[src/hdl/esc_pkg.sv]
package esc_pkg;

	// configuration register indexes
	typedef enum logic [2:0] {
		CFG_TEMP       = 3'd0,
		CFG_PRESS_LOW  = 3'd1,
		CFG_PRESS_HIGH = 3'd2,
		CFG_P9_HUM     = 3'd3,
		CFG_HUM        = 3'd4
	} cfg_idx_t;

	localparam int unsigned CfgIdxW  = 3;
	localparam int unsigned CfgDataW = 64;

	// pipeline geometry
	localparam int unsigned DivBits   = 32;
	localparam int unsigned TempStage = 4;
	localparam int unsigned HumStage  = 12;
	localparam int unsigned FrontEnd  = 10;
	localparam int unsigned Depth     = FrontEnd + DivBits + 3;

	localparam logic [31:0] K_64000    = 32'd64000;
	localparam logic [31:0] K_1048576  = 32'd1048576;
	localparam logic [31:0] K_3125     = 32'd3125;
	localparam logic [31:0] K_76800    = 32'd76800;
	localparam logic [31:0] K_16384    = 32'd16384;
	localparam logic [31:0] K_32768    = 32'd32768;
	localparam logic [31:0] K_2097152  = 32'd2097152;
	localparam logic [31:0] K_8192     = 32'd8192;
	localparam logic [31:0] K_HUM_MAX  = 32'd419430400;
	localparam logic [31:0] K_ROUND128 = 32'd128;

	// calibration words, each widened to 32 bits
	typedef struct packed {
		logic [31:0] t1, t2, t3;
		logic [31:0] p1, p2, p3, p4, p5, p6, p7, p8, p9;
		logic [31:0] h1, h2, h3, h4, h5, h6;
	} coef_t;

	// arithmetic right shift on a 32-bit two's complement word
	function automatic logic [31:0] asr(input logic [31:0] x, input int unsigned n);
		return 32'($signed(x) >>> n);
	endfunction

endpackage

[src/hdl/esc_ptrim.sv]
module esc_ptrim (
	input  logic            clk,
	input  logic            en,
	input  esc_pkg::coef_t  coef,
	input  logic [31:0]     quo,
	input  logic            mode,
	input  logic            nz,
	output logic [31:0]     pres_out,
	output logic            pvalid_out
);

	logic [31:0] pres, x8, x4;
	logic [31:0] pres_s1, xx_s1, y_s1, pres_s2, pa_s2, pb_s2;
	logic        nz_s1, nz_s2;

	assign pres = mode ? (quo << 1) : quo;
	assign x8   = pres >> 3;
	assign x4   = pres >> 2;

	always_ff @(posedge clk) begin
		if (en) begin
			pres_s1    <= pres;
			xx_s1      <= x8 * x8;
			y_s1       <= x4 * coef.p8;
			nz_s1      <= nz;
			pres_s2    <= pres_s1;
			pa_s2      <= esc_pkg::asr(coef.p9 * (xx_s1 >> 13), 12);
			pb_s2      <= esc_pkg::asr(y_s1, 13);
			nz_s2      <= nz_s1;
			pres_out   <= nz_s2 ? pres_s2 + esc_pkg::asr(pa_s2 + pb_s2 + coef.p7, 4) : '0;
			pvalid_out <= nz_s2;
		end
	end

endmodule

[config.mk]
export PLATFORM = sky130hd
export DESIGN_NAME = esc_ptrim
export DESIGN_NICKNAME = d
export VERILOG_FILES = /design/src/hdl/esc_pkg.sv /design/src/hdl/esc_ptrim.sv
export SDC_FILE = /design/constraint.sdc
export NUM_CORES = 2
export LEC_CHECK = 0
export BUFFER_PORTS_ARGS = -buffer_cell sky130_fd_sc_hd__buf_4
export CAP_MARGIN = 15
export CORE_ASPECT_RATIO = 0.9
export CORE_UTILIZATION = 32
export DETAILED_ROUTE_END_ITERATION = 7
export GPL_TIMING_DRIVEN = 1
export PLACE_DENSITY = 0.52
export SETUP_SLACK_MARGIN = 0.05
export SYNTH_ARGS = -nofsm -noshare
export SYNTH_HDL_FRONTEND = slang
export SYNTH_SLANG_ARGS = --single-unit
[constraint.sdc]
create_clock -name clk -period 10.05 [get_ports clk]
set_clock_uncertainty 0.05 [all_clocks]
set_input_delay 1.5075 -clock clk [delete_from_list [all_inputs] [get_ports clk]]
set_output_delay 1.5075 -clock clk [all_outputs]
set_load 0.02 [all_outputs]
# After elaboration in Yosys (flattened, before gate mapping)
# Index checks and enable logic that the tools add are counted.
op_classes:
  addsub: 3
  multipliers: 3
  mux: 1
ops:
  columns: ["op", "count"]
  rows:
  - ["$add A32 B32 Y32", 2]
  - ["$mul A29 B29 Y32", 1]
  - ["$mul A30 B32 Y32", 1]
  - ["$mul A32 B19 Y32", 1]
  - ["$mux W32", 1]
  - ["$add A20 B19 Y21", 1]
word_totals:
  regBits: 202
  inputBits: 612
  output_inout_bits: 33
  wordCells: 18

# Logic depth before layout (Yosys ltp)
depth:
  word_depth: 3
  ltp_mapped: 35
  mapped_depth_nobuf: 32

# Worst setup path after synthesis
# Ideal clock, no wire load.
synth_timing:
  path_type: "input to register"
  from: "input mode"
  to: "register xx_s1[21] (data pin)"
  setup_ns: 0.258
  arrival_time_ns: 9.117
  required_ns: 9.742
  path_slack_ns: 0.625
  path_stages: 32
  n_path_buf: 5
  path_cell_list: "buf_2 -> buf_2 -> buf_2 -> mux2i_1 -> inv_2 -> clkbuf_1 -> clkbuf_1 -> nand2_1 -> fa_1 -> inv_1 -> fa_1 -> fa_1 -> inv_1 -> fa_1 -> inv_1 -> fa_1 -> ha_1 -> fa_1 -> inv_1 -> fa_1 -> inv_1 -> ha_1 -> and3_1 -> a221oi_1 -> a31oi_1 -> or3_1 -> a21oi_1 -> nor2b_1 -> o21a_1 -> o21a_1 -> nor2_1 -> xnor2_1"
synth_via:
  elab_chain_len: 2
synth_lines:
  columns: ["item", "line_no", "rtl"]
  rows:
  - ["start, declared", "esc_ptrim.sv:6", "input logic mode,"]
  - ["$mux W32", "esc_ptrim.sv:16", "assign pres = mode ? (quo << 1) : quo;"]
  - ["named net pres[5]", "esc_ptrim.sv:12", "logic [31:0] pres, x8, x4;"]
  - ["$mul A29 B29 Y32", "esc_ptrim.sv:23", "xx_s1 <= x8 * x8;"]
  - ["end signal, assigned", "esc_ptrim.sv:23", null]
  - ["end, declared", "esc_ptrim.sv:13", "logic [31:0] pres_s1, xx_s1, y_s1, pres_s2, pa_s2, pb_s2;"]
# The timed path passes the listed nets, and every way through them passes these cells.
# A chain may end at the register's enable or synchronous reset.

# Final worst setup path
layout_timing:
  from: "input mode"
  to: "register y_s1[31] (data pin)"
layout_via:
  elab_chain_len: 2
layout_lines:
  columns: ["item", "line_no", "rtl"]
  rows:
  - ["$mux W32", "esc_ptrim.sv:16", null]
  - ["$mul A30 B32 Y32", "esc_ptrim.sv:24", "y_s1 <= x4 * coef.p8;"]
  - ["end signal, assigned", "esc_ptrim.sv:24", null]
  - ["end, declared", "esc_ptrim.sv:13", null]
# Every way passes these cells.

==> run metrics <==
outcome=finished clean; crit end category=register; port bufs=164; Starting Density=32.3%; synthesis-stage register bit count=176; Worst Hold Class=register to register; Syn Std Cell Area=49,300 um2; share of cells above drive strength 1=6.37%; initial antenna violation count=7; Slowest-stage cell, CP=fa_1; RSZ-0062 raised after global routing=false; cell count after synthesis=5,193; WL/cell=19.3 um; worst slew pin tran=1.19 ns; Final Util=35.1%; ANT nets after route=0; crit path max fanout=16; Sink Count=176; final hold violations=0; largest net degree at the start of global routing=109; die height=374 um; I/O Pins=645; final wirelength=140 mm; # rows=136; cts bufs inserted=17; DIE AREA=156,000 um2; Ys Warns=0; grt ovf=0; 1st-iter DRT viols=1,970; worst hold slack=0.369 ns; first-pass GRT wire length=222 mm; final-report setup violation count=0; syn_area_per_cell=9.50 um2; CP required=10.18 ns; Synth Flop Type=edfxtp_1; ys async rst share=0%; P&R area growth vs syn=8.84%; cts hold-fix bufs=0; Post-CTS Setup Bufs=0; Post-synth EDFFs=176; Fmax achieved=108 MHz; Worst EP arrival=9.36 ns; drc violations=0; Worst-Skew Late Latency=0.47 ns; CP Launch Type=input pin; unique cell type count in the Yosys netlist=70; fin crit share=91.8%; Max clock buf depth=2; WS Path Type=input pin to register; die width=416 um; crit-path max cell delay=0.56 ns; Root Driver=clkbuf_16; max-cap violations=0; vias in the first global route=37,100; htree depth=4; RePlAce Congestion=0.885; HPWL Detailed=115 mm; drt pass-1 iters=5; CTS tree=built; Slew HR=20.5%; Vias/cell=4.66; cell mode on critical path=fa_1; core box area=153,000 um2; Final min period=9.23 ns; syn nets=7,309; Layout Nets=7,381; GRT Overall Usage=18.6%; Fin Setup TNS=0 ns; Vias=33,900; Clk pin slew, worst setup/hold paths=0.07 ns; post_cts resized=0; Seq/Total Area, Yosys=10.7%; final number of max-transition violations=0
## cells by family (layout without fill, tap and decap cells)
kind of cell	Yosys count	in the layout	synth area share, %
xor+xnor	218	218	3.87
flops	176	176	10.7
fa+ha+maj	1504	1504	55.2
buf+inv	1491	1576	11.4
compound gates	298	298	4.02
other cells	0	4	0
mux	34	34	0.708
simple gates	1472	1472	14.1
## synth_stat cells, drive strengths merged (3+ instances only)
cell / instances / area share, %
o21a: 32 / 0.49
xnor2: 167 / 3.0
and3b: 8 / 0.14
nor3: 27 / 0.27
or3: 8 / 0.10
nor4: 5 / 0.063
edfxtp: 176 / 11
or2: 9 / 0.11
clkbuf: 195 / 1.5
a21oi: 81 / 0.82
o21ai: 50 / 0.51
ha: 386 / 9.8
a211o: 3 / 0.053
nand2: 675 / 5.1
and4: 6 / 0.11
xor2: 51 / 0.91
nor2: 214 / 1.6
fa: 1118 / 45
a31o: 5 / 0.089
o2111ai: 5 / 0.089
and3: 8 / 0.10
mux2i: 30 / 0.62
o21bai: 5 / 0.076
nand2b: 12 / 0.15
o211ai: 8 / 0.12
nand4: 5 / 0.063
inv: 1286 / 9.8
and2: 451 / 5.7
nor3b: 5 / 0.076
a21boi: 5 / 0.076
buf: 10 / 0.086
a2111oi: 3 / 0.053
a21o: 44 / 0.67
a41oi: 4 / 0.071
a211oi: 17 / 0.29
nor2b: 15 / 0.19
nand3: 22 / 0.22
mux2: 4 / 0.091
a31oi: 10 / 0.13
## worst paths after layout
check | from | endpoint | slack (ns) | depth (start not counted)
setup / recovery | mode | y_s1[31] | 0.82 | 28
setup reg to reg | xx_s1[14] | pa_s2[19] | 2.21 | 21
hold / removal | pres_s1[18] | pres_s2[18] | 0.37 | 0
hold reg to reg | pres_s1[18] | pres_s2[18] | 0.37 | 0
## final cells by class
| cell class | count | area (um2) |
|---|---|---|
| Antenna cell | 4 | 10.0 |
| Clock buffer | 17 | 425 |
| Clock inverter | 15 | 170 |
| Fill cell | 15700 | 99100 |
| Inverter | 1286 | 4830 |
| Multi-Input combinational cell | 3526 | 38400 |
| Sequential cell | 176 | 5290 |
| Tap cell | 2001 | 2500 |
| Timing Repair Buffer | 258 | 2010 |
## flip-flops by register name (all words and copies together), names as in the netlist
name        flops
pres_out       32
pres_s1        32
pres_s2        32
pa_s2          20
pb_s2          19
xx_s1          19
y_s1           19
nz_s1           1
nz_s2           1
pvalid_out      1
## stage by stage
stage	area, um2	setup slack, ns	cells
finish	53700	0.820	7283
global route	53700	0.474	7280
CTS	53600	0.883	7278
detailed placement	53000	0.340	7246
global placement	53000	0.394	7246
floorplan	49300	0.625	5193
## worst max-delay path, delay by kind of cell
kind / cells / cell delay (ns)
fa+ha+maj: 9 / 4.25
buf+inv: 9 / 1.59
compound gates: 7 / 1.46
mux: 1 / 0.21
simple gates: 1 / 0.18
xor+xnor: 1 / 0.12
## metal layers
layer | wire length, um | GRT usage, % | vias up
met3 | 8070 | 2.37 | 114
li1 | - | - | 15400
met4 | 2470 | 3.50 | 10
met2 | 64200 | 30.1 | 890
met1 | 65500 | 26.7 | 17500
met5 | 66 | 0 | -
## layout by cell type (no fill, tap or decap), types with 26 or more instances in the layout
cell type  instances
xor2_1            51
nor3_1            27
inv_1           1258
nor2_1           214
edfxtp_1         176
xnor2_1          167
nand2_1          675
fa_1            1118
and2_1           451
a21oi_1           81
ha_1             386
inv_2             28
o21ai_0           35
buf_4            251
a21o_1            44
o21a_1            32
mux2i_1           26
Power is not shown: default switching activity piles up to over one toggle a cycle in this logic, so the estimate is an artifact.
