$ cat config.mk
export PLATFORM = sky130hd
export DESIGN_NAME = esc_div
export DESIGN_NICKNAME = d
export VERILOG_FILES = /design/src/hdl/esc_pkg.sv /design/src/hdl/esc_div.sv
export SDC_FILE = /design/constraint.sdc
export NUM_CORES = 2
export LEC_CHECK = 0
export BUFFER_PORTS_ARGS = -buffer_cell sky130_fd_sc_hd__buf_2
export CORE_MARGIN = 2
export CORE_UTILIZATION = 60
export CTS_BUF_LIST = sky130_fd_sc_hd__clkbuf_8
export DETAILED_ROUTE_END_ITERATION = 16
export GPL_TIMING_DRIVEN = 0
export HOLD_SLACK_MARGIN = 0.1
export PLACE_DENSITY = 0.85
export SYNTH_ARGS = -nofsm -noshare
export SYNTH_HDL_FRONTEND = slang
export SYNTH_SLANG_ARGS = --single-unit
$ cat constraint.sdc
create_clock -name clk -period 4 [get_ports clk]
set_input_delay 0.2 -clock clk [delete_from_list [all_inputs] [get_ports clk]]
set_output_delay 0.2 -clock clk [all_outputs]
set_load 0.01 [all_outputs]
$ cat src/hdl/esc_pkg.sv
package esc_pkg;

	// configuration register indexes
	typedef enum logic [2:0] {
		CFG_TEMP       = 3'd0,
		CFG_PRESS_LOW  = 3'd1,
		CFG_PRESS_HIGH = 3'd2,
		CFG_P9_HUM     = 3'd3,
		CFG_HUM        = 3'd4
	} cfg_idx_t;

	localparam int unsigned CfgIdxW  = 3;
	localparam int unsigned CfgDataW = 64;

	// pipeline geometry
	localparam int unsigned DivBits   = 32;
	localparam int unsigned TempStage = 4;
	localparam int unsigned HumStage  = 12;
	localparam int unsigned FrontEnd  = 10;
	localparam int unsigned Depth     = FrontEnd + DivBits + 3;

	localparam logic [31:0] K_64000    = 32'd64000;
	localparam logic [31:0] K_1048576  = 32'd1048576;
	localparam logic [31:0] K_3125     = 32'd3125;
	localparam logic [31:0] K_76800    = 32'd76800;
	localparam logic [31:0] K_16384    = 32'd16384;
	localparam logic [31:0] K_32768    = 32'd32768;
	localparam logic [31:0] K_2097152  = 32'd2097152;
	localparam logic [31:0] K_8192     = 32'd8192;
	localparam logic [31:0] K_HUM_MAX  = 32'd419430400;
	localparam logic [31:0] K_ROUND128 = 32'd128;

	// calibration words, each widened to 32 bits
	typedef struct packed {
		logic [31:0] t1, t2, t3;
		logic [31:0] p1, p2, p3, p4, p5, p6, p7, p8, p9;
		logic [31:0] h1, h2, h3, h4, h5, h6;
	} coef_t;

	// arithmetic right shift on a 32-bit two's complement word
	function automatic logic [31:0] asr(input logic [31:0] x, input int unsigned n);
		return 32'($signed(x) >>> n);
	endfunction

endpackage

$ cat src/hdl/esc_div.sv
module esc_div (
	input  logic        clk,
	input  logic        en,
	input  logic [31:0] dvd,
	input  logic [31:0] dvs,
	input  logic        mode,
	input  logic        nz,
	output logic [31:0] quo,
	output logic        mode_out,
	output logic        nz_out
);

	localparam int unsigned N = esc_pkg::DivBits;

	// one quotient bit per stage, restoring
	logic [31:0] rem_s  [N];
	logic [31:0] dvd_s  [N];
	logic [31:0] dvs_s  [N];
	logic        mode_s [N];
	logic        nz_s   [N];

	for (genvar k = 0; k < N; k++) begin : g_stage
		logic [31:0] rem_in, dvd_in, dvs_in;
		logic        mode_in, nz_in;
		logic [32:0] sh, diff;
		logic        ge;
		if (k == 0) begin : g_first
			assign rem_in  = '0;
			assign dvd_in  = dvd;
			assign dvs_in  = dvs;
			assign mode_in = mode;
			assign nz_in   = nz;
		end else begin : g_rest
			assign rem_in  = rem_s[k-1];
			assign dvd_in  = dvd_s[k-1];
			assign dvs_in  = dvs_s[k-1];
			assign mode_in = mode_s[k-1];
			assign nz_in   = nz_s[k-1];
		end
		assign sh   = {rem_in, dvd_in[31]};
		assign diff = sh - {1'b0, dvs_in};
		assign ge   = (sh >= {1'b0, dvs_in});
		always_ff @(posedge clk) begin
			if (en) begin
				rem_s[k]  <= ge ? diff[31:0] : sh[31:0];
				dvd_s[k]  <= {dvd_in[30:0], ge};
				dvs_s[k]  <= dvs_in;
				mode_s[k] <= mode_in;
				nz_s[k]   <= nz_in;
			end
		end
	end

	assign quo      = dvd_s[N-1];
	assign mode_out = mode_s[N-1];
	assign nz_out   = nz_s[N-1];

endmodule

Word-level counts from Yosys, hierarchy flattened:

Memory sizes are Yosys's and may differ from the RTL's.
Cells that the tools add are included.

* $add $sub $neg: 32
* order comparisons: 32
* muxes and demuxes: 34

Operators by type and width (number)
* 32-bit 2-to-1 mux: 32
* 33-bit by 32-bit greater-or-equal comparator with 1-bit output: 31
* 32-bit subtractor: 31
* 1-bit by 32-bit greater-or-equal comparator with 1-bit output: 1
* 1-bit by 32-bit subtractor with 32-bit output: 1
* 1-bit 2-to-1 mux: 2

* bits in registers: 0
* RAM bits: 3136
* input port bits: 68
* output and inout port bits: 34
* logic and storage cells: 103
* memories kept: 5

Memories
* dvd_s: words 32, width 32, rd ports 32, clocked after memory_dff 0, write ports 32, line esc_div.sv:17 `logic [31:0] dvd_s [N];`
* dvs_s: words 32, width 32, rd ports 31, clocked after memory_dff 0, write ports 32, line esc_div.sv:18 `logic [31:0] dvs_s [N];`
* rem_s: words 32, width 32, rd ports 31, clocked after memory_dff 0, write ports 32, line esc_div.sv:16 `logic [31:0] rem_s [N];`
* mode_s: words 32, width 1, rd ports 32, clocked after memory_dff 0, write ports 32, line esc_div.sv:19 `logic mode_s [N];`
* nz_s: words 32, width 1, rd ports 32, clocked after memory_dff 0, write ports 32, line esc_div.sv:20 `logic nz_s [N];`

Depth between registers and ports, before layout:

An unclocked memory read counts as a cell.

* depth in word-level cells: 3
* depth in mapped cells: 15
* gate-level depth less buffers: 13

Least setup slack after synthesis:

Ideal clock, no wire load.

* path type: reg2reg
* start point: mem rem_s[10][3] (netlist: rem_s[0][323])
* end point: mem rem_s[11][18] (netlist: rem_s[0][370]), data pin
* library setup time: 0.260 ns
* arrival time: 2.893 ns
* data required time: 3.740 ns
* path slack: 0.847 ns
* cell stages (with the launch flop): 11
* buffers on the path: 1
* clock period less this slack: 3.153 ns
* cells stage by stage: edfxtp_1 -> ha_1 -> a2111o_1 -> o21ai_2 -> o31ai_4 -> a211oi_2 -> o41a_2 -> nand3_2 -> a311oi_2 -> buf_2 -> mux2_2

RTL lines (line)
* from (decl): esc_div.sv:16

==> key figures <==
Global route
  – M1 GR Usage: 34.1%
  – M2 GR Usage: between 40% and 50%
  – Vias in the first global route: around 98,000
  – GRT busiest layer: met2
  – Initial antenna violation count: 5
  – GR Util met3: roughly 3.4%
  – Total congestion overflow: 0
  – First-pass GRT wire length: between 500,000 and 600,000 um
  – Total GRT Usage: roughly a quarter
  – Largest net degree at the start of global routing: roughly 190

Critical path
  – CP max stage cell: o31ai_4
  – CP arrival: approximately 4.7 ns
  – Worst-path fanout max: 10
  – Cell count along the critical path: 11
  – Worst reg-to-reg path cell count: 11
  – Top cell family by delay on the critical path: compound AO/OA/AOI/OAI gates
  – Crit Reg-Reg Endpoint: rem_s[1][222]$_DFFE_PP_
  – Reg-to-Reg Start: rem_s[1][166]$_DFFE_PP_
  – Worst reg-to-reg setup slack: 0.08 ns
  – Critical Path Source Type: register
  – Crit-path max cell delay: 0.49 ns
  – Setup crit end kind: register
  – CP Data Required Time: between 4 and 5 ns
  – CP bufs+invs: 1
  – Crit path kind: register to register
  – CP cell instances: ha_1 -> nand2_1 -> nor3_1 -> o221ai_1 -> a311oi_2 -> nor2_1 -> a211o_1 -> a21oi_1 -> o21ai_2 -> clkbuf_2 -> o31ai_4

Yosys
  – Post-synth EDFFs: between 3,000 and 4,000
  – Synth area leaders: edfxtp_1 59%, ha_1 8.0%, a21oi_1 3.1%, inv_1 3.0%, o21ai_0 2.9%
  – Synth warn: 0
  – Syn Area/Cell: 12.1 sq um
  – Seq/Total Area, Yosys: 59.2%
  – Cells after Synth: between 10,000 and 15,000
  – Yosys cell types: between 100 and 150
  – Mapped Nets: 13,900
  – Synth area leader: edfxtp_1
  – Ys flop type: edfxtp_1
  – Yosys top cell area share: roughly three fifths
  – Async SR Flop Fraction: 0%
  – Post-synthesis cell area: 156,000 sq um
  – Register bit count reported by yosys: approximately 3,100

Power
  – Clock power share: 18.9%
  – Logic pwr share: 44.5%
  – P_int: approximately 85 mW
  – Sequential power share: a little under two fifths
  – Leak pwr: 69.8 nW
  – Peak supply drop: approximately 450 uV
  – P_sw: roughly 53 mW
  – PwrDens: around 800 nW/um^2
  – Net Sw Frac: 38.6%

Place
  – Post-Place Worst Slack: -0.830 ns
  – HPWL after detailed placement: ~250,000 um
  – IO buf count: around 100
  – Post-Place Cell Area: between 150,000 and 200,000 sq um
  – Cell count after placement: between 15,000 and 20,000
  – GPL Wtd Cong: approximately 0.94

Clock tree
  – CTS buffer count: a little under 500
  – Clk slew on worst S/H paths: about 0.06 ns
  – Root Buffer: clkbuf_8
  – Longest Clk Path Bufs: 4
  – Total clock sinks: 3,072
  – Skew-Pair Late Insertion Delay: ~1.1 ns
  – CTS tree: yes
  – CTS H-Tree Depth: 5

STA
  – Tmin final: around 3.9 ns
  – Final Hold Violating Endpoints: 0
  – Measured slew at the worst slew-check pin: about 1.1 ns
  – Final setup viols: 0
  – Fin Hold WS: roughly 0.27 ns
  – Fin worst setup slack: roughly 0.085 ns
  – Max-slew violations: 0
  – Worst Skew: around 0.065 ns
  – Slew headroom: 28.7%
  – Max frequency: 255 MHz
  – Part of the cycle the worst path needs: between 90% and 100%

Route
  – 1st-iter DRT viols: 9,539
  – ANT nets after route: 0
  – Drt via density: between 5 and 6
  – Routed len/inst: 20.1 um
  – Routed WL: approximately 350,000 um
  – First-pass iteration count of the detailed router: 8
  – Residual DRC count: 0
  – DR vias: slightly above 100k

Floorplan
  – DIE AREA: ~260,000 sq um
  – Boundary pin count: around 100
  – Initial Util: between 60% and 70%
  – Core area: approximately 260,000 sq um
  – Horiz. Die Dim: a little over 500 um
  – # rows: 187
  – Die height: ~500 um

Final layout
  – Layout cells sized above 1: just under 10%
  – Fin nets: 14,700
  – Most common cell after layout, fill and taps aside: edfxtp_1
  – Finished Layout Cells: around 17,000
  – Layout Utilization: between 60% and 70%
  – Synthesis-to-finish area growth: 10.6%
  – FILL cells: roughly 19,000
  – Fin area: 172,000 sq um
  – Most frequent cells in the layout: 3,072 x edfxtp_1, 1,352 x inv_1, 1,051 x nand2_1

Run status
  – Status: completed

Hold path
  – Worst hold path class: primary input to register
  – Origin of the worst min-delay path: en
  – Hold path depth: 3
  – Endpoint, Worst Hold: dvd_s[0][101]$_DFFE_PP_

Flow run
  – Max-Cap Viols: 0
[sequential cells by signal (all words and copies together) (netlist names)]
register  flops
rem_s       992
dvd_s      1024
mode_s       32
dvs_s       992
nz_s         32
[what timing repair did]
| action | CTS | global route |
|---|---|---|
| endpoints found under the setup margin | 113 | 714 |
| hold buffers | 135 | 0 |
| pin swaps | 1 | 5 |
| gates resized for setup | 46 | 130 |
| hold endpoints to repair | 642 | 0 |
| cloned | 0 | 1 |
| buffers inserted | 3 | 4 |
[cells by family (layout without fill, tap and decap cells)]
logic type | Yosys count | in the layout | synth area share (%)
compound gates | 3359 | 3359 | 13.6
flops | 3072 | 3072 | 59.2
simple gates | 2715 | 2715 | 8.13
buf+inv | 1588 | 2724 | 4.05
fa+ha+maj | 1024 | 1024 | 8.37
xor+xnor | 802 | 802 | 4.51
mux | 291 | 291 | 2.17
other cells | 0 | 4 | 0
[worst reg2reg max path: stages, from the launching register on]
cell and delay, ns:
edfxtp_1 0.42, ha_1 0.40, nand2_1 0.13, nor3_1 0.36
o221ai_1 0.28, a311oi_2 0.33, nor2_1 0.14, a211o_1 0.30
a21oi_1 0.26, o21ai_2 0.25, clkbuf_2 0.29, o31ai_4 0.49
[Yosys cell counts (all sizes together), types with 17 or more instances]
| cell type | n |
|---|---|
| edfxtp | 3072 |
| inv | 1235 |
| nand2 | 1051 |
| ha | 994 |
| a21oi | 972 |
| o21ai | 933 |
| nor2 | 604 |
| a21o | 493 |
| xnor2 | 457 |
| xor2 | 345 |
| mux2 | 265 |
| clkbuf | 222 |
| nand3 | 180 |
| nand4 | 160 |
| buf | 131 |
| nand2b | 130 |
| nor2b | 129 |
| o21bai | 121 |
| nor3 | 118 |
| a31oi | 117 |
| o21a | 117 |
| a211oi | 87 |
| and3 | 86 |
| o31ai | 81 |
| a21boi | 50 |
| o31a | 50 |
| and2 | 49 |
| nor4 | 48 |
| or3 | 36 |
| o211ai | 32 |
| or2 | 32 |
| fa | 30 |
| and4 | 26 |
| mux2i | 26 |
| a221oi | 25 |
| a41oi | 25 |
| a31o | 24 |
| o41ai | 24 |
| or4 | 23 |
| o41a | 21 |
| a2111oi | 20 |
| a211o | 20 |
| a221o | 17 |
| nor3b | 17 |
[power by group through the flow]
stage	logic, mW	registers (mW)	clock network, mW
floorplan	44.9	48.8	0
global placement	56.8	53.1	0
detailed placement	59.5	51.3	0
CTS	60.3	50.7	26.8
global route	67.9	51.2	28.1
finish	61.5	50.7	26.1
[per-stage QoR]
step           power [mW]  setup TNS, ns
3_5_place_dp          111         -89.11
3_3_place_gp          110              -
6_report              138              0
4_1_cts               138              0
2_1_floorplan        93.7              0
5_1_grt               147         -0.192
[cell type report]
class,instances,area (sq um),area share (%)
Inverter,1235,4640,2.69
Clock buffer,490,6740,3.91
Multi-Input combinational cell,8191,57700,33.4
Clock inverter,384,2640,1.53
Buffer,353,1750,1.02
Timing Repair Buffer,262,2460,1.43
Antenna cell,4,10.0,0.00581
Sequential cell,3072,92200,53.5
Tap cell,3402,4260,2.47
[worst max-delay path by stage]
stage	startpoint	to
CTS	rem_s[1][23]$_DFFE_PP_	rem_s[1][55]$_DFFE_PP_
floorplan	rem_s[0][323]$_DFFE_PP_	rem_s[0][370]$_DFFE_PP_
global route	dvs_s[1][419]$_DFFE_PP_	rem_s[1][463]$_DFFE_PP_
global placement	en	nz_s[1][14]$_DFFE_PP_
finish	rem_s[1][166]$_DFFE_PP_	rem_s[1][222]$_DFFE_PP_
detailed placement	dvs_s[1][186]$_DFFE_PP_	rem_s[1][220]$_DFFE_PP_
[metal layers]
| layer | vias to the layer above | part of all wire (%) |
|---|---|---|
| met5 | - | 0.0034 |
| met4 | 2 | 4.1 |
| met3 | 791 | 6.4 |
| met2 | 3759 | 49 |
| met1 | 49000 | 41 |
| li1 | 49000 | - |
No activity file was read; power rests on OpenSTA's default activity.
