`src/hdl/esc_pkg.sv`:
```
package esc_pkg;

	// configuration register indexes
	typedef enum logic [2:0] {
		CFG_TEMP       = 3'd0,
		CFG_PRESS_LOW  = 3'd1,
		CFG_PRESS_HIGH = 3'd2,
		CFG_P9_HUM     = 3'd3,
		CFG_HUM        = 3'd4
	} cfg_idx_t;

	localparam int unsigned CfgIdxW  = 3;
	localparam int unsigned CfgDataW = 64;

	// pipeline geometry
	localparam int unsigned DivBits   = 32;
	localparam int unsigned TempStage = 4;
	localparam int unsigned HumStage  = 12;
	localparam int unsigned FrontEnd  = 10;
	localparam int unsigned Depth     = FrontEnd + DivBits + 3;

	localparam logic [31:0] K_64000    = 32'd64000;
	localparam logic [31:0] K_1048576  = 32'd1048576;
	localparam logic [31:0] K_3125     = 32'd3125;
	localparam logic [31:0] K_76800    = 32'd76800;
	localparam logic [31:0] K_16384    = 32'd16384;
	localparam logic [31:0] K_32768    = 32'd32768;
	localparam logic [31:0] K_2097152  = 32'd2097152;
	localparam logic [31:0] K_8192     = 32'd8192;
	localparam logic [31:0] K_HUM_MAX  = 32'd419430400;
	localparam logic [31:0] K_ROUND128 = 32'd128;

	// calibration words, each widened to 32 bits
	typedef struct packed {
		logic [31:0] t1, t2, t3;
		logic [31:0] p1, p2, p3, p4, p5, p6, p7, p8, p9;
		logic [31:0] h1, h2, h3, h4, h5, h6;
	} coef_t;

	// arithmetic right shift on a 32-bit two's complement word
	function automatic logic [31:0] asr(input logic [31:0] x, input int unsigned n);
		return 32'($signed(x) >>> n);
	endfunction

endpackage

```
`src/hdl/esc_cfg.sv`:
```
module esc_cfg (
	input  logic                              clk,
	input  logic                              arst_n,
	input  logic                              cfg_we,
	input  logic [esc_pkg::CfgIdxW-1:0]       cfg_idx,
	input  logic [esc_pkg::CfgDataW-1:0]      cfg_wdata,
	output esc_pkg::coef_t                    coef
);

	logic [47:0] temp_q;
	logic [63:0] plow_q;
	logic [63:0] phigh_q;
	logic [47:0] p9hum_q;
	logic [31:0] hum_q;

	always_ff @(posedge clk or negedge arst_n) begin
		if (!arst_n) begin
			temp_q  <= '0;
			plow_q  <= '0;
			phigh_q <= '0;
			p9hum_q <= '0;
			hum_q   <= '0;
		end else if (cfg_we) begin
			case (esc_pkg::cfg_idx_t'(cfg_idx))
				esc_pkg::CFG_TEMP:       temp_q  <= cfg_wdata[47:0];
				esc_pkg::CFG_PRESS_LOW:  plow_q  <= cfg_wdata;
				esc_pkg::CFG_PRESS_HIGH: phigh_q <= cfg_wdata;
				esc_pkg::CFG_P9_HUM:     p9hum_q <= cfg_wdata[47:0];
				esc_pkg::CFG_HUM:        hum_q   <= cfg_wdata[31:0];
				default: ;
			endcase
		end
	end

	always_comb begin
		coef.t1 = {16'd0, temp_q[15:0]};
		coef.t2 = {{16{temp_q[31]}}, temp_q[31:16]};
		coef.t3 = {{16{temp_q[47]}}, temp_q[47:32]};
		coef.p1 = {16'd0, plow_q[15:0]};
		coef.p2 = {{16{plow_q[31]}}, plow_q[31:16]};
		coef.p3 = {{16{plow_q[47]}}, plow_q[47:32]};
		coef.p4 = {{16{plow_q[63]}}, plow_q[63:48]};
		coef.p5 = {{16{phigh_q[15]}}, phigh_q[15:0]};
		coef.p6 = {{16{phigh_q[31]}}, phigh_q[31:16]};
		coef.p7 = {{16{phigh_q[47]}}, phigh_q[47:32]};
		coef.p8 = {{16{phigh_q[63]}}, phigh_q[63:48]};
		coef.p9 = {{16{p9hum_q[15]}}, p9hum_q[15:0]};
		coef.h1 = {24'd0, p9hum_q[23:16]};
		coef.h2 = {{16{p9hum_q[39]}}, p9hum_q[39:24]};
		coef.h3 = {24'd0, p9hum_q[47:40]};
		coef.h4 = {{20{hum_q[11]}}, hum_q[11:0]};
		coef.h5 = {{20{hum_q[23]}}, hum_q[23:12]};
		coef.h6 = {{24{hum_q[31]}}, hum_q[31:24]};
	end

endmodule

```
`config.mk`:
```
export PLATFORM = sky130hd
export DESIGN_NAME = esc_cfg
export DESIGN_NICKNAME = d
export VERILOG_FILES = /design/src/hdl/esc_pkg.sv /design/src/hdl/esc_cfg.sv
export SDC_FILE = /design/constraint.sdc
export NUM_CORES = 1
export LEC_CHECK = 0
export BUFFER_PORTS_ARGS = -buffer_cell sky130_fd_sc_hd__buf_2
export CAP_MARGIN = 5
export CORE_AREA = 2 2 251 253
export CTS_CLUSTER_SIZE = 8
export DETAILED_ROUTE_END_ITERATION = 8
export DIE_AREA = 0 0 253 255
export PLACE_DENSITY_LB_ADDON = 0.05
export SLEW_MARGIN = 40
export SYNTH_ARGS = -nofsm -noshare
export SYNTH_HDL_FRONTEND = slang
export SYNTH_SLANG_ARGS = --single-unit
```
`constraint.sdc`:
```
create_clock -name clk -period 3.1 [get_ports clk]
set_input_delay 0.31 -clock clk [delete_from_list [all_inputs] [get_ports clk]]
set_output_delay 0.31 -clock clk [all_outputs]
set_load 0.1 [all_outputs]
```
# Yosys cells after proc, flatten, opt, wreduce, memory -nomap -nowiden
# Index checks and enable logic that the tools add are counted.
# word_totals
register_bits	256
in_bits	70
output_inout_bits	576
wordCells	15
# classes
eq_ne	4
n_reduce_logical	6
# op_table
op	n
2-bit AND reduction	5
3-bit by 2-bit == test with 1-bit output (second input constant)	2
3-bit by 1-bit == test with 1-bit output (second input constant)	1
3-bit == test (second input constant)	1
3-bit logical NOT	1

# Depth between registers and ports, before layout
# Gate-level depths: netlist (run 1).
# depth
word_depth	2
ltp_mapped	4
depth_no_buf	2

# Worst setup path before layout (run 1)
# OpenSTA, ideal clock, no wires.
# synth_timing
kind	register -> output
startpoint	reg hum_q[31]
endpoint	out coef[10] in the netlist's numbering
arrival_ns	1.719
required_ns	2.790
path_slack_ns	1.071
stages_incl_launch_ff	2
path_buffers	1
cell_sequence	dfrtp_1 buf_4
# synth_rtl
item	line_no	text
from (decl)	esc_cfg.sv:14	logic [31:0] hum_q;
from (signal assigned)	esc_cfg.sv:29	esc_pkg::CFG_HUM: hum_q <= cfg_wdata[31:0];
to (decl)	esc_cfg.sv:7	output esc_pkg::coef_t coef
# No word-level cell between the ends.

# Worst setup path in the final report (run 1)
# layout_timing
startpoint	reg hum_q[31]
endpoint	out coef[14] in the netlist's numbering
# No word-level cell between the ends.

==> results_dict.tcl, run 1 <==
set metrics [dict create \
    critPathArrivalTime_ps 1770 \
    path_max_fanout 26 \
    clkSinkCount 256 \
    area_growth_pct 24.1 \
    clk_latency_ps 530 \
    fin_crit_ps 2080 \
    final_nets 1304 \
    crit_slowest_cell "dfrtp_1" \
    cts_setup_buffers 0 \
    slowest_delay_ps 700 \
    stdcell_count 2041 \
    core_um2 62200 \
    setup_tns_ps 0 \
    grt_max_degree 70 \
    path_clk_slew_ps 50 \
    synth.distinct_cells 12 \
    seqCellArea_um2 6410 \
    cts_made_buffers 38 \
    final_cell_mix "564 x buf_2, 256 x dfrtp_1, 252 x mux2_2" \
    synthCells 866 \
    place_hpwl_um 26000 \
    start_util 0.193 \
    clockBufferDepth 3 \
    routedWlPerCell_um 18.4 \
    grt_pass1_vias 7062 \
    fin_worst_skew_ps 0 \
    cts_root_buffer "clkbuf_16" \
    cp.buffers_inverters 1 \
    crit_family "flip-flops" \
    slew-limit-headroom 0.586 \
    max_cap_violations 0 \
    fin_area_um2 14900 \
    vias_per_cell 3.52 \
    place_inst 1974 \
    drc_errors 0 \
    ant_nets 0 \
    drive_above_1_share 0.706 \
    hold_path_class "primary input to flop" \
    rows 92 \
    cts_tree "yes" \
    synth_top_area_cell "dfrtp_1" \
    synth_area_leaders "dfrtp_1 53%, mux2_2 24%, buf_4 21%, buf_6 1.3%, mux2_1 0.38%" \
    port_buffers 565 \
    grt_use_total 0.111 \
    cts_resized 0 \
    path_class "flop to primary output" \
    place_congestion 0.659 \
    timing.final.hold_violations 0 \
    final_common_cell "buf_2" \
    synth_seq_cells 256 \
    multi_input_area_um2 3270 \
    die_x_um 253 \
    post-place-ws_ps 1020 \
    start_kind "flop" \
    drt_iter0_markers 131 \
    nFillCells 6681 \
    fmax_ghz 0.481 \
    vias 7188 \
    antenna_found_initial 7 \
    fin_ws_ps 1020 \
    min_period_over_period 0.670 \
    drt_first_pass_iters 4 \
    die_h_um 255 \
    wl_um 37600 \
    path_cells "buf_2" \
    ios 646 \
    netlist_area_um2 12000 \
    critPathCaptureType "primary output" \
    grt-ovfl-total 0 \
    htree_levels 2 \
    tightestPinTransition_ps 620 \
    grt_pass1_wl_um 52100 \
    yosysWarnings 0 \
    rsz0062_at_grt "no" \
    avgSynthCellArea_um2 13.9 \
    yosysSeqAreaShare 0.534 \
    status "finished, final reports clean" \
    dpl_cell_area_um2 13700 \
    setup_viol 0 \
    drv_slew 0 \
    cp.required_ps 2790 \
    dieArea_um2 64500 \
    yosysTopAreaCellShare 0.534 \
]
-- logic make-up (layout without fill, tap and decap cells) --
kind of cell / after synthesis / in the layout / synth area share
and+or+nand+nor: 5 / 5 / 0.00490
DFF: 256 / 256 / 0.534
other: 1 / 82 / 0.000312
buffers and inverters: 348 / 643 / 0.221
muxes: 256 / 256 / 0.240
-- synthesized netlist by cell type --
cell type  number
dfrtp_1       256
conb_1          1
buf_2           5
buf_6          14
buf_4         328
nand4b_1        1
nor4b_2         1
and4bb_2        2
mux2_1          4
mux2_2        252
nor4bb_1        1
clkbuf_2        1
-- per-layer routing --
metal | share of wire | vias up | GRT usage
met5 | 0.0014 | - | 0
met3 | 0.11 | 60 | 0.0542
met4 | 0.022 | 8 | 0.0335
met2 | 0.47 | 309 | 0.176
li1 | - | 3220 | -
met1 | 0.40 | 3591 | 0.133
-- final cells by class --
cell class / instances / area share
Tap cell: 799 / 0.0671
Timing Repair Buffer: 597 / 0.215
Sequential cell: 256 / 0.430
Multi-Input combinational cell: 341 / 0.220
Clock inverter: 2 / 0.000924
Clock buffer: 44 / 0.0668
Antenna cell: 2 / 0.000336
-- flip-flops by register name (all words and copies together) (netlist names) --
register	count
temp_q	48
hum_q	32
plow_q	64
p9hum_q	48
phigh_q	64
-- repair_timing --
action	CTS	global route
hold endpoints to repair	95	0
setup endpoints to repair	0	0
hold buffers	19	0
-- metrics by stage --
stage	utilization	hold slack [ps]
floorplan	-	14.4
global placement	0.220	365
detailed placement	0.220	364
CTS	0.240	16.1
global route	0.240	34.3
finish	0.240	58.4
-- final timing paths --
kind,startpoint,end,slack [ps],cells past startpoint
min,cfg_wdata[44],p9hum_q[44],60,2
min in group asynchronous,arst_n,plow_q[10],350,2
max in group asynchronous,arst_n,phigh_q[39],1990,3
max,hum_q[31],coef[14],1020,1
min reg2reg,p9hum_q[37],p9hum_q[37],480,1
max reg2reg,hum_q[31],hum_q[31],2050,1
Power of run 1 is not shown: default switching activity piles up to over one toggle a cycle in this logic, so the estimate is an artifact.
==> run 2: changes to the inputs <==
Settings changed: ABC_AREA from default to 1, CORE_AREA 2 2 251 253 to 2 2 248 250, DIE_AREA 0 0 253 255 to 0 0 250 252.
Clock period 3.1 ns to 2.1 ns, I/O delays scaled along.
==> results_dict.tcl, run 2 <==
set metrics [dict create \
    yosysTopAreaCellShare 0.513 \
    whs_path_depth 3 \
    slowest_delay_ps 650 \
    fin_area_um2 15800 \
    drive_above_1_share 0.354 \
    synth.distinct_cells 15 \
    ios 646 \
    top_regs "phigh_q x64, plow_q x64" \
    path_class "flop to primary output" \
    die_x_um 250 \
    drt_iter0_markers 568 \
    seqCellArea_um2 6410 \
    cts_made_buffers 38 \
    fin_worst_skew_ps 0 \
    r2r-start "p9hum_q[39]" \
    grt_use_total 0.149 \
    max_cap_violations 0 \
    synthCells 1438 \
    hold_path_class "primary input to flop" \
    path_clk_slew_ps 50 \
    fin_crit_ps 1920 \
    start_kind "flop" \
    vias_per_cell 3.88 \
    cp.required_ps 1890 \
    ys.flop_type "dfrtp_1" \
    clkSinkCount 256 \
    drv_slew 0 \
    dpl_cell_area_um2 14100 \
    vdd_drop_max_v 0.00150 \
    htree_levels 2 \
    clk_latency_ps 530 \
    final_cell_mix "564 x buf_2, 563 x nand2_1, 255 x dfrtp_1" \
    path_cells "buf_2" \
    crit_family "flip-flops" \
    setup_viol 0 \
    port_buffers 565 \
    rsz0062_at_grt "no" \
    cts_setup_buffers 0 \
    die_h_um 252 \
    crit_slowest_cell "dfrtp_1" \
    nFillCells 6664 \
    wl_um 48300 \
    critPathLaunch "plow_q[63]" \
    synth_seq_cells 256 \
    synth_edf_count 0 \
    min_period_over_period 0.914 \
    critPathArrivalTime_ps 1710 \
    synthArstFlopShare 1.00 \
    pwr_density_cell_nw_per_um2 1900 \
    rr_endpoint "p9hum_q[39]" \
    start_util 0.208 \
    tightestPinTransition_ps 655 \
    avgSynthCellArea_um2 8.69 \
    grt-ovfl-total 0 \
    r2r_cells 2 \
    critPathCaptureType "primary output" \
    holdPathEnd "phigh_q[2]" \
    place_hpwl_um 32000 \
    p_leak_nw 9.19 \
    core_um2 60100 \
    grt_pass1_vias 9741 \
    cts_tree "yes" \
    drt_first_pass_iters 5 \
    clockBufferDepth 3 \
    fmax_ghz 0.521 \
    yosysSeqAreaShare 0.513 \
    ant_nets 0 \
    yosysWarnings 0 \
    dieArea_um2 63000 \
    multi_input_area_um2 3560 \
    final_core_util 0.263 \
    synth_most_common_cell "nand2_1" \
    drc_errors 0 \
    slew-limit-headroom 0.563 \
    synth_top_area_cell "dfrtp_1" \
    diodes 0 \
    setup_tns_ps 0 \
    path_max_fanout 18 \
    synth_area_leaders "dfrtp_1 51%, buf_4 20%, nand2_1 17%, nand3_1 8.3%, buf_2 1.6%" \
    grt_pass1_wl_um 69800 \
    netlist_area_um2 12500 \
    rows 90 \
    grt_max_degree 111 \
    final_common_cell "buf_2" \
    synth_commonest_cells "568 x nand2_1, 331 x buf_4, 256 x dfrtp_1" \
    final_nets 1886 \
    rrSetupSlack_ps 1220 \
    cts_root_buffer "clkbuf_16" \
    vias 10100 \
    status "finished, final reports clean" \
    timing.final.hold_violations 0 \
    hold_start "cfg_wdata[2]" \
    area_growth_pct 26.7 \
    cp.buffers_inverters 1 \
    place_congestion 0.727 \
    routedWlPerCell_um 18.6 \
    antenna_found_initial 2 \
]
-- run 2: worst max path at each step --
| stage | end | slack, ps | cells after the start |
|---|---|---|---|
| floorplan | coef[10] | 170 | 1 |
| global placement | temp_q[15] | 600 | 5 |
| detailed placement | plow_q[6] | 580 | 6 |
| CTS | coef[375] | 90 | 1 |
| global route | coef[381] | 60 | 1 |
| finish | coef[378] | 180 | 1 |
-- run 2: layer usage --
metal	global-route usage	vias up	part of all wire
li1	-	4859	-
met1	0.201	4842	0.45
met2	0.238	345	0.47
met3	0.0369	60	0.060
met4	0.0370	4	0.018
met5	0	-	0.00043
-- run 2: area by class of cell --
| type | instances | area share |
|---|---|---|
| Sequential cell | 256 | 0.405 |
| Timing Repair Buffer | 653 | 0.240 |
| Multi-Input combinational cell | 861 | 0.225 |
| Clock buffer | 45 | 0.0664 |
| Tap cell | 782 | 0.0618 |
| Inverter | 6 | 0.00142 |
| Clock inverter | 1 | 0.000316 |
-- run 2: cells by family after synthesis --
family	after synthesis	share of synthesized area
other	1	0.000300
AND/OR/NAND/NOR	781	0.258
flip-flops	256	0.513
buffers and inverters	400	0.229
-- run 2: metrics by stage --
stage	setup slack (ps)	cells	hold WS (ps)	total power, mW
floorplan	168	1517	-85.6	22.9
global placement	597	2494	188	24.4
detailed placement	583	2494	190	24.3
CTS	92.5	2604	1.84	30.4
global route	57.3	2604	24.9	31.1
finish	181	2604	20.2	30.0
-- run 2: repair_timing --
action | 4_1_cts | 5_1_grt
gates resized for setup | 1 | 0
hold buffers | 64 | 0
setup endpoints to repair | 25 | 0
hold endpoints to repair | 289 | 0
-- run 2: where the power goes --
group	internal, mW	switching [mW]
clock network	3.46	2.29
logic	1.72	15.9
registers	5.86	0.717
total	11.0	19.0
Note: power is estimated with default switching activity, not from simulation.
